File: config.mk
export PLATFORM = sky130hd
export DESIGN_NAME = hsv_to_rgb_converter
export DESIGN_NICKNAME = d
export VERILOG_FILES = /design/src/hsv2rgb_pkg.sv /design/src/hsv2rgb_hue_decode.sv /design/src/hsv_to_rgb_converter.sv
export SDC_FILE = /design/constraint.sdc
export NUM_CORES = 1
export LEC_CHECK = 0
export BUFFER_PORTS_ARGS = -buffer_cell sky130_fd_sc_hd__clkbuf_2
export CAP_MARGIN = 15
export CORE_MARGIN = 2
export CORE_UTILIZATION = 44
export DETAILED_ROUTE_END_ITERATION = 16
export PLACE_DENSITY = 0.72
export SYNTH_ARGS = -nofsm -noshare
export SYNTH_HDL_FRONTEND = slang
export SYNTH_SLANG_ARGS = --single-unit
File: constraint.sdc
create_clock -name clock -period 7.73 [get_ports clock]
set_input_delay 1.546 -clock clock [delete_from_list [all_inputs] [get_ports clock]]
set_output_delay 1.546 -clock clock [all_outputs]
set_load 0.01 [all_outputs]
File: src/hsv2rgb_pkg.sv
// Shared types and constants for the HSV to RGB pixel converter.
// Depends on nothing; used by every file under src.
package hsv2rgb_pkg;

   localparam int COLOR_BITS   = 8;
   localparam int HUE_BITS     = 13;
   localparam int SECTOR_UNITS = 960;
   localparam int HUE_PERIOD   = 2 * SECTOR_UNITS;
   localparam int PHASE_BITS   = $clog2(HUE_PERIOD);
   localparam int WEIGHT_BITS  = $clog2(SECTOR_UNITS + 1);

   // accept edge to result strobe, in clock cycles
   localparam int CONV_LATENCY = 4;

   localparam int CHROMA_BITS   = 2 * COLOR_BITS;
   localparam int MID_PROD_BITS = CHROMA_BITS + WEIGHT_BITS;

   localparam longint FULL_SCALE = (64'd1 << COLOR_BITS) - 64'd1;
   localparam longint MID_DEN    = SECTOR_UNITS * FULL_SCALE;
   localparam int     MID_DEN_BITS = $clog2(MID_DEN);

   // reciprocal for the bottom level: floor(y / F), y < 2^(2*COLOR_BITS)
   localparam int     BOT_SHIFT      = CHROMA_BITS;
   localparam longint BOT_RECIP      = (64'd1 << BOT_SHIFT) / FULL_SCALE;
   localparam int     BOT_RECIP_BITS = COLOR_BITS + 1;
   localparam int     BOT_PROD_BITS  = CHROMA_BITS + BOT_RECIP_BITS;

   // reciprocal for the middle level: floor(y / (960 * F))
   localparam int     MID_SHIFT      = MID_PROD_BITS + 8;
   localparam longint MID_RECIP      = (64'd1 << MID_SHIFT) / MID_DEN;
   localparam int     MID_RECIP_BITS = MID_SHIFT - MID_DEN_BITS + 1;
   localparam int     MQ_PROD_BITS   = MID_PROD_BITS + MID_RECIP_BITS;

   typedef enum logic [2:0] {
      SECTOR_RED_UP    = 3'd0,
      SECTOR_GREEN_DN  = 3'd1,
      SECTOR_GREEN_UP  = 3'd2,
      SECTOR_BLUE_DN   = 3'd3,
      SECTOR_BLUE_UP   = 3'd4,
      SECTOR_RED_DN    = 3'd5
   } sector_type;

   typedef struct packed {
      logic [HUE_BITS-1:0]   hue;
      logic [COLOR_BITS-1:0] saturation;
      logic [COLOR_BITS-1:0] brightness;
   } pixel_hsv_type;

   typedef struct packed {
      logic [COLOR_BITS-1:0] red;
      logic [COLOR_BITS-1:0] green;
      logic [COLOR_BITS-1:0] blue;
   } pixel_rgb_type;

   // sector plus the weight 960 - f that scales chroma for the middle level
   typedef struct packed {
      sector_type             sector;
      logic [WEIGHT_BITS-1:0] weight;
   } hue_info_type;

endpackage

File: src/hsv2rgb_hue_decode.sv
// Hue decode: sector select and triangle weight from the hue angle.
// Depends on hsv2rgb_pkg.
module hsv2rgb_hue_decode (
   input  logic [hsv2rgb_pkg::HUE_BITS-1:0] hue,
   output hsv2rgb_pkg::hue_info_type        info
);
   import hsv2rgb_pkg::*;

   logic [HUE_BITS-1:0]    base;
   logic [HUE_BITS-1:0]    phase_full;
   logic [PHASE_BITS-1:0]  phase;
   logic [WEIGHT_BITS-1:0] tri_f;

   // hue mod 1920 by picking the largest period multiple at or below hue
   always_comb begin
      if (hue >= HUE_BITS'(4 * HUE_PERIOD)) begin
         base = HUE_BITS'(4 * HUE_PERIOD);
      end else if (hue >= HUE_BITS'(3 * HUE_PERIOD)) begin
         base = HUE_BITS'(3 * HUE_PERIOD);
      end else if (hue >= HUE_BITS'(2 * HUE_PERIOD)) begin
         base = HUE_BITS'(2 * HUE_PERIOD);
      end else if (hue >= HUE_BITS'(HUE_PERIOD)) begin
         base = HUE_BITS'(HUE_PERIOD);
      end else begin
         base = '0;
      end
      phase_full = hue - base;
      phase      = phase_full[PHASE_BITS-1:0];
      if (phase <= PHASE_BITS'(SECTOR_UNITS)) begin
         tri_f = WEIGHT_BITS'(phase);
      end else begin
         tri_f = WEIGHT_BITS'(PHASE_BITS'(HUE_PERIOD) - phase);
      end
      info.weight = WEIGHT_BITS'(SECTOR_UNITS) - tri_f;

      if (hue < HUE_BITS'(SECTOR_UNITS)) begin
         info.sector = SECTOR_RED_UP;
      end else if (hue < HUE_BITS'(2 * SECTOR_UNITS)) begin
         info.sector = SECTOR_GREEN_DN;
      end else if (hue < HUE_BITS'(3 * SECTOR_UNITS)) begin
         info.sector = SECTOR_GREEN_UP;
      end else if (hue < HUE_BITS'(4 * SECTOR_UNITS)) begin
         info.sector = SECTOR_BLUE_DN;
      end else if (hue < HUE_BITS'(5 * SECTOR_UNITS)) begin
         info.sector = SECTOR_BLUE_UP;
      end else begin
         info.sector = SECTOR_RED_DN;
      end
   end

endmodule

File: src/hsv_to_rgb_converter.sv
// rsp_valid is high while the result register holds an accepted transaction's pixel.
// Throughput: one transaction per clock; busy is always low, as the receiver cannot stall.
// The pipeline has four register stages: hue decode and v*s, the chroma products,
// the reciprocal multiply for the middle level, and its remainder correction.
// Reset (synchronous, active high) clears the stage valid bits; payload stages are not reset.
// Depends on hsv2rgb_pkg and hsv2rgb_hue_decode.
module hsv_to_rgb_converter (
   input  logic                       clock,
   input  logic                       reset,
   input  logic                       start,
   output logic                       busy,
   input  hsv2rgb_pkg::pixel_hsv_type req_pixel,
   output logic                       rsp_valid,
   output hsv2rgb_pkg::pixel_rgb_type rsp_pixel
);
   import hsv2rgb_pkg::*;

   // stage valid bits: [0] stage 1 ... [CONV_LATENCY-1] result register
   logic [CONV_LATENCY-1:0] valid_ff, valid_in;
   logic                    accept;

   // ---- stage 1: hue decode, chroma product v*s
   hue_info_type            info_in, info1_ff;
   logic [CHROMA_BITS-1:0]  vs_in, vs1_ff;
   logic [COLOR_BITS-1:0]   v1_ff;

   // ---- stage 2: bottom reciprocal estimate, middle numerator
   logic [CHROMA_BITS-1:0]   ybot_in, ybot2_ff;
   logic [BOT_PROD_BITS-1:0] bot_prod;
   logic [COLOR_BITS-1:0]    bq0_in, bq0_2_ff;
   logic [MID_PROD_BITS-1:0] mprod_in, mprod2_ff;
   logic [COLOR_BITS-1:0]    v2_ff;
   sector_type               sector2_ff;

   // ---- stage 3: bottom level done, middle reciprocal estimate
   logic [MID_PROD_BITS-1:0] ymid_in, ymid3_ff;
   logic [MQ_PROD_BITS-1:0]  mq_prod;
   logic [COLOR_BITS-1:0]    mq0_in, mq0_3_ff;
   logic [CHROMA_BITS-1:0]   brem;
   logic [COLOR_BITS-1:0]    bq;
   logic [COLOR_BITS-1:0]    bot_in, bot3_ff;
   logic [COLOR_BITS-1:0]    v3_ff;
   sector_type               sector3_ff;

   // ---- stage 4: middle correction and channel permutation
   logic [MID_PROD_BITS-1:0] mrem;
   logic [COLOR_BITS-1:0]    mq;
   logic [COLOR_BITS-1:0]    mid;
   pixel_rgb_type            rsp_in, rsp_ff;

   assign busy     = 1'b0;
   assign accept   = start && !busy;
   assign valid_in = {valid_ff[CONV_LATENCY-2:0], accept};

   hsv2rgb_hue_decode u_hue_decode (
      .hue  (req_pixel.hue),
      .info (info_in)
   );

   assign vs_in = CHROMA_BITS'(req_pixel.brightness) * CHROMA_BITS'(req_pixel.saturation);

   // bottom = v - ceil(vs/F); ceil via +F-1, quotient via reciprocal, low by at most one
   assign ybot_in  = vs1_ff + CHROMA_BITS'(FULL_SCALE - 64'd1);
   assign bot_prod = BOT_PROD_BITS'(ybot_in) * BOT_PROD_BITS'(BOT_RECIP);
   assign bq0_in   = bot_prod[BOT_SHIFT +: COLOR_BITS];
   assign mprod_in = MID_PROD_BITS'(vs1_ff) * MID_PROD_BITS'(info1_ff.weight);

   assign brem   = ybot2_ff - CHROMA_BITS'(bq0_2_ff) * CHROMA_BITS'(FULL_SCALE);
   assign bq     = bq0_2_ff + COLOR_BITS'(brem >= CHROMA_BITS'(FULL_SCALE));
   assign bot_in = v2_ff - bq;

   // middle = v - ceil(vs*weight / (960*F)), same estimate-and-correct scheme
   assign ymid_in = mprod2_ff + MID_PROD_BITS'(MID_DEN - 64'd1);
   assign mq_prod = MQ_PROD_BITS'(ymid_in) * MQ_PROD_BITS'(MID_RECIP);
   assign mq0_in  = mq_prod[MID_SHIFT +: COLOR_BITS];

   assign mrem = ymid3_ff - MID_PROD_BITS'(mq0_3_ff) * MID_PROD_BITS'(MID_DEN);
   assign mq   = mq0_3_ff + COLOR_BITS'(mrem >= MID_PROD_BITS'(MID_DEN));
   assign mid  = v3_ff - mq;

   // top is v itself; the sector places top, middle and bottom
   always_comb begin
      case (sector3_ff)
         SECTOR_RED_UP:   rsp_in = '{red: v3_ff,   green: mid,     blue: bot3_ff};
         SECTOR_GREEN_DN: rsp_in = '{red: mid,     green: v3_ff,   blue: bot3_ff};
         SECTOR_GREEN_UP: rsp_in = '{red: bot3_ff, green: v3_ff,   blue: mid};
         SECTOR_BLUE_DN:  rsp_in = '{red: bot3_ff, green: mid,     blue: v3_ff};
         SECTOR_BLUE_UP:  rsp_in = '{red: mid,     green: bot3_ff, blue: v3_ff};
         SECTOR_RED_DN:   rsp_in = '{red: v3_ff,   green: bot3_ff, blue: mid};
         default:         rsp_in = '{red: v3_ff,   green: bot3_ff, blue: mid};
      endcase
   end

   always_ff @(posedge clock) begin
      if (reset) begin
         valid_ff <= '0;
      end else begin
         valid_ff <= valid_in;
      end
   end

   // payload moves every cycle; the valid bits mark live transactions
   always_ff @(posedge clock) begin
      info1_ff   <= info_in;
      vs1_ff     <= vs_in;
      v1_ff      <= req_pixel.brightness;

      ybot2_ff   <= ybot_in;
      bq0_2_ff   <= bq0_in;
      mprod2_ff  <= mprod_in;
      v2_ff      <= v1_ff;
      sector2_ff <= info1_ff.sector;

      ymid3_ff   <= ymid_in;
      mq0_3_ff   <= mq0_in;
      bot3_ff    <= bot_in;
      v3_ff      <= v2_ff;
      sector3_ff <= sector2_ff;

      rsp_ff     <= rsp_in;
   end

   assign rsp_valid = valid_ff[CONV_LATENCY-1];
   assign rsp_pixel = rsp_ff;

endmodule

Word-level counts from Yosys, hierarchy flattened
Index checks and enable logic that the tools add are counted.
Word-level totals
  bits in registers: 179
  bits of input ports: 32
  output and inout port bits: 26
  logic and storage cells: 66
Cells by class
  add/subtract/negate cells: 11
  multipliers: 6
  $lt $le $gt $ge: 12
  equality and inequality tests: 4
  muxes and demuxes: 10
  reduce and logical (&&, ||, !) cells: 3
Operator list (number)
  one-hot mux 24 bit (5 select lines): 1
  two-way mux 11 bit: 4
  multiplier 26 x 17 -> 42 bit (second input constant): 1
  adder 26 x 18 -> 26 bit (second input constant): 1
  greater-or-equal comparator 13 bit (second input constant): 2
  greater-or-equal comparator 26 x 18 -> 1 bit (second input constant): 1
  less-than comparator 13 x 12 -> 1 bit (second input constant): 2
  multiplier 16 x 10 -> 26 bit: 1
  subtractor 26 bit: 1
  multiplier 16 x 9 -> 24 bit (second input constant): 1
  multiplier 8 x 12 -> 20 bit (second input constant): 1
  subtractor 10 bit (first input constant): 2
  adder 16 x 8 -> 16 bit (second input constant): 1
  adder 8 x 1 -> 8 bit: 2
  greater-or-equal comparator 16 x 8 -> 1 bit (second input constant): 1
  multiplier 8 x 8 -> 16 bit: 1
  multiplier 8 x 8 -> 16 bit (second input constant): 1
  subtractor 16 bit: 1
  subtractor 8 bit: 2
  greater-or-equal comparator 13 x 11 -> 1 bit (second input constant): 1
  greater-or-equal comparator 13 x 12 -> 1 bit (second input constant): 1
  less-than comparator 13 x 10 -> 1 bit (second input constant): 1
  less-than comparator 13 x 11 -> 1 bit (second input constant): 1
  less-than comparator 13 bit (second input constant): 1
  11 further kinds: 14

Logic depth before layout (Yosys ltp)
  word-level depth: 9
  depth in mapped cells: 38
  mapped depth without buffers: 38

Modules after synthesis
Synthesis repeated with hierarchy kept, for this count alone.
Unflattened totals
  cells, all modules: 2489
  area total of the unflattened synthesis: 23120.9 um^2
Modules (own cells, without submodules)
  hsv_to_rgb_converter: instances 1, cells an instance 2359, area an instance 22178.8 um^2, sequential area each 3463.3 um^2
  hsv2rgb_hue_decode: instances 1, cells an instance 130, area an instance 942.2 um^2, sequential area each 0.0 um^2

Worst setup path after synthesis
OpenSTA, ideal clock, no wires.
  path kind: register to register
  start: register mq0_3_ff[5]
  end: register rsp_ff (netlist bit rsp_pixel[14])
  library setup time: 0.129 ns
  data arrival time: 7.341 ns
  data required time: 7.601 ns
  setup slack: 0.260 ns
  cell stages (with the launch flop): 34
  path buffers: 0
  period minus slack after synthesis: 7.470 ns
  path through: dfxtp_1 -> fa_1 -> inv_1 -> fa_1 -> inv_1 -> fa_1 -> inv_1 -> fa_1 -> inv_1 -> ha_1 -> o41ai_1 -> o2111ai_1 -> xnor2_1 -> ha_1 -> nand2_1 -> nor2_1 -> or4b_2 -> a31oi_1 -> o32ai_1 -> nor4_1 -> nand4_1 -> fa_1 -> inv_1 -> ha_1 -> nor2_1 -> fa_1 -> nand2_1 -> a21oi_1 -> o21bai_1 -> a21oi_1 -> xor2_1 -> nor2_1 -> a21oi_1 -> o21ai_0
RTL lines
  start, declared: line hsv_to_rgb_converter.sv:38  | logic [COLOR_BITS-1:0] mq0_in, mq0_3_ff;
  start signal, assigned: line hsv_to_rgb_converter.sv:115  | mq0_3_ff <= mq0_in;
  end signal, assigned: line hsv_to_rgb_converter.sv:120  | rsp_ff <= rsp_in;
  end, declared: line hsv_to_rgb_converter.sv:49  | pixel_rgb_type rsp_in, rsp_ff;

==> metrics.sh <==
OUTCOME='finished, final reports clean'
TIMING.FINAL.CRIT_SHARE_PCT=97.2
GRT_PASS1_VIAS=18544
CLOCK_TREE.HTREE_LEVEL_COUNT=4
WIRELENGTH_UM=52300
SYNTH-SEQ-CELLS=173
PIN_COUNT_OF_THE_BIGGEST_NET_ENTERING_GLOBAL_ROUTING=56
SEQUENTIAL_CELL_AREA_UM2=3470
TRACK_USAGE_PCT=19.4
IOS=58
CRITICAL_PATH.STARTPOINT_TYPE='flip-flop'
GLOBAL_ROUTE.OVERFLOW_TOTAL=0
FINALSETUPVIOLATIONS=0
TIMING.MAX_CAP.VIOLATIONS=0
NUMCTSBUFFERS=17
CRIT_PATH_MAX_FANOUT=4
FINALMAXSLEWVIOLATIONS=0
TIMING_WORST_SLEW_PIN_VALUE_NS=0.979
PATH_COMMON_CELL='sky130_fd_sc_hd__fa_1'
ROWS=84
DRT_FIRST_ITER_VIOLATIONS=843
DRIVE_ABOVE_1_SHARE_PCT=8.30
FIN_SKEW_NS=0.0129
DETAILEDROUTE.FIRSTPASSITERATIONCOUNT=5
SYNTH_TOP_AREA_CELL='sky130_fd_sc_hd__fa_1'
AVGROUTEDWIREPERCELL_UM=15.8
YOSYS.CELL_TYPES.COUNT=83
YS_TOP_CELLS_BY_AREA='sky130_fd_sc_hd__fa_1 (25%), sky130_fd_sc_hd__ha_1 (22%), sky130_fd_sc_hd__dfxtp_1 (15%)'
HPWL_UM=42300
CTS_MAX_PATH_BUFFERS=2
MIN-DELAY-PATH-CLASS='reg -> reg'
YS_WARN_COUNT=0
SYN_AREA_PER_CELL_UM2=9.22
START_UTIL_PCT=44.5
ANT_DIODES=0
INITIAL_ANTENNA_VIOLATION_COUNT=2
FMAXACHIEVABLE_GHz=0.133
CTS_ROOT_BUF='sky130_fd_sc_hd__clkbuf_16'
AREA_USED_BY_MULTI_INPUT_COMBINATIONAL_LOGIC_UM2=18200
WIRE_LENGTH_OF_THE_FIRST_GLOBAL_ROUTING_PASS_UM=89000
TIMING.FINAL.HOLD_VIOLATIONS=0
FP.DIEW_UM=235
CRITICAL_PATH_ARRIVAL_NS=7.80
SYNTHTOLAYOUTAREAGROWTH_PCT=9.27
SETUP_TOTAL_NEGATIVE_SLACK_NS=0
POSTSYNTH.TOPFLOPCELL='sky130_fd_sc_hd__dfxtp_1'
VIASPERCELL=5.29
NNETSFINAL=3352
SYNTH_ENABLE_FLOP_CELLS=0
FINAL_PERIOD_MINUS_WORST_SETUP_SLACK_NS=7.52
TRITONCTS_CLOCK_TREE='done'
CRIT_PATH_END_KIND='flip-flop'
MAX-SLEW-MARGIN-REL_PCT=34.6
DIE_HEIGHT_UM=235
SYNTHTOPCELLSBYCOUNT='sky130_fd_sc_hd__inv_1 (469), sky130_fd_sc_hd__ha_1 (412), sky130_fd_sc_hd__fa_1 (296)'
DRCVIOLATIONCOUNT=0
DESIGN.CORE.AREA_UM2=52600
POST_SYNTH_INSTANCE_AREA_UM2=23400
POSTSYNTH.ASYNCRESETSHARE_PCT=0
SETUP.WORST_PATH.CLASS='reg -> reg'
COUNT_OF_BUFFERING_CELLS_ON_THE_CRITICAL_PATH_WITH_INVERTERS_INCLUDED=5
VIAS=17518
WORST_PATH_MAX_DELAY_CELL='sky130_fd_sc_hd__or4b_2'
DIE_AREA_UM2=55100
CRITICAL-PATH-MAX-STAGE-DELAY_NS=0.60
N_FILL_CELL=4864
SETUP_REPAIR_AFTER_GLOBAL_ROUTING_MISSED_ITS_MARGIN='yes'
REQUIRED_NS=8.02
SYNTH_SEQ_AREA_SHARE_PCT=14.8
FINAL_ANTENNA_NET_COUNT=0
PORTBUFFERS=56
SYNTH_TOP_CELL_AREA_SHARE_PCT=25.3
YOSYSMOSTFREQUENTCELL='sky130_fd_sc_hd__inv_1'
CLOCK_SLEW_SEEN_BY_THE_REGISTERS_OF_THE_WORST_SETUP_AND_HOLD_PATHS_NS=0.08
ROUTABILITYCONGESTION=0.877
NUMCLOCKSINKS=173
POSTSYNTHNETCOUNT=3278
SYN_INST=2538
WORST_SKEW_PAIR.LATE_LATENCY_NS=0.46
WORST_PATH_DOMINANT_CELL_FAMILY='adder cells'
-- worst paths after layout --
check / from / end / slack, ns / depth (start not counted)
setup / recovery: mq0_3_ff[5] / rsp_pixel[4] / 0.21 / 31
hold / removal: v1_ff[0] / v2_ff[0] / 0.33 / 0
setup reg to reg: mq0_3_ff[5] / rsp_pixel[4] / 0.21 / 31
hold reg to reg: v1_ff[0] / v2_ff[0] / 0.33 / 0
-- final cells by class --
type | instances | share of cell area [%]
clock buffers | 18 | 1.72
flip-flops and latches | 173 | 13.6
multi-input cells | 1841 | 71.1
well taps | 688 | 3.37
repair buffers | 109 | 2.67
clock inverters | 14 | 0.670
inverters | 470 | 6.91
-- routing by layer --
| layer | routed length (um) | track usage [%] | part of all wire (%) |
|---|---|---|---|
| met1 | 23000 | 25.1 | 44 |
| met2 | 26700 | 34.5 | 51 |
| met3 | 1850 | 2.40 | 3.5 |
| met4 | 742 | 4.62 | 1.4 |
| met5 | 0 | 0 | 0 |
-- sequential cells by signal, indices dropped and copies added, names as in the netlist, 13 cells and up --
signal	count
info1_ff	13
mprod2_ff	26
vs1_ff	16
rsp_pixel	24
ymid3_ff	20
ybot2_ff	16
-- worst register-to-register path: cells and delay by family (launching register included) --
kind / cells / cell delay [ns]
buffers and inverters: 5 / 0.33
and+or+nand+nor: 8 / 1.45
adders and majority gates: 9 / 3.64
AOI/OAI and AO/OA: 7 / 1.27
DFF: 1 / 0.33
xor gates and xnor gates: 2 / 0.36
-- logic make-up after synthesis --
kind of cell | synth area share [%]
AO/OA/AOI/OAI | 10.3
AND/OR/NAND/NOR | 13.1
other | 0.0160
flip-flops | 14.8
buffers and inverters | 8.46
adder cells (fa/ha/maj) | 47.4
XOR/XNOR | 5.52
multiplexers | 0.428
-- placed cells by master, fill, tap and decap left out, types with 50 or more instances in the layout --
| master | Yosys | routed |
|---|---|---|
| sky130_fd_sc_hd__ha_1 | 412 | 405 |
| sky130_fd_sc_hd__xnor2_1 | 93 | 89 |
| sky130_fd_sc_hd__xor2_1 | 50 | 50 |
| sky130_fd_sc_hd__inv_1 | 469 | 464 |
| sky130_fd_sc_hd__dfxtp_1 | 173 | 167 |
| sky130_fd_sc_hd__a21oi_1 | 88 | 85 |
| sky130_fd_sc_hd__and2_1 | 123 | 123 |
| sky130_fd_sc_hd__fa_1 | 296 | 294 |
| sky130_fd_sc_hd__o21ai_0 | 80 | 71 |
| sky130_fd_sc_hd__buf_4 | 2 | 52 |
| sky130_fd_sc_hd__clkbuf_2 | 0 | 56 |
| sky130_fd_sc_hd__nor2_1 | 116 | 111 |
| sky130_fd_sc_hd__nand2_1 | 202 | 201 |
-- what timing repair did --
item                                    in CTS  in global routing
hold buffers                                 0                  0
pin swaps                                   24                 31
gates resized for setup                     31                 31
buffers inserted                            11                  5
endpoints found under the setup margin       9                 21
-- through the flow --
step / std cells / hold slack, ns / worst slack, ns / util, % / instance area [um^2]
4_1_cts: 3309 / 0.330 / 0.00173 / 48.4 / 25400
3_5_place_dp: 3267 / 0.313 / -0.114 / 46.9 / 24600
2_1_floorplan: 2538 / 0.310 / 0.260 / - / 23400
5_1_grt: 3313 / 0.334 / -0.136 / 48.7 / 25600
6_report: 3313 / 0.328 / 0.213 / 48.7 / 25600
3_3_place_gp: 3267 / 0.312 / 0.0335 / 46.9 / 24600
Power is not shown: default switching activity piles up to over one toggle a cycle in this logic, so the estimate is an artifact.
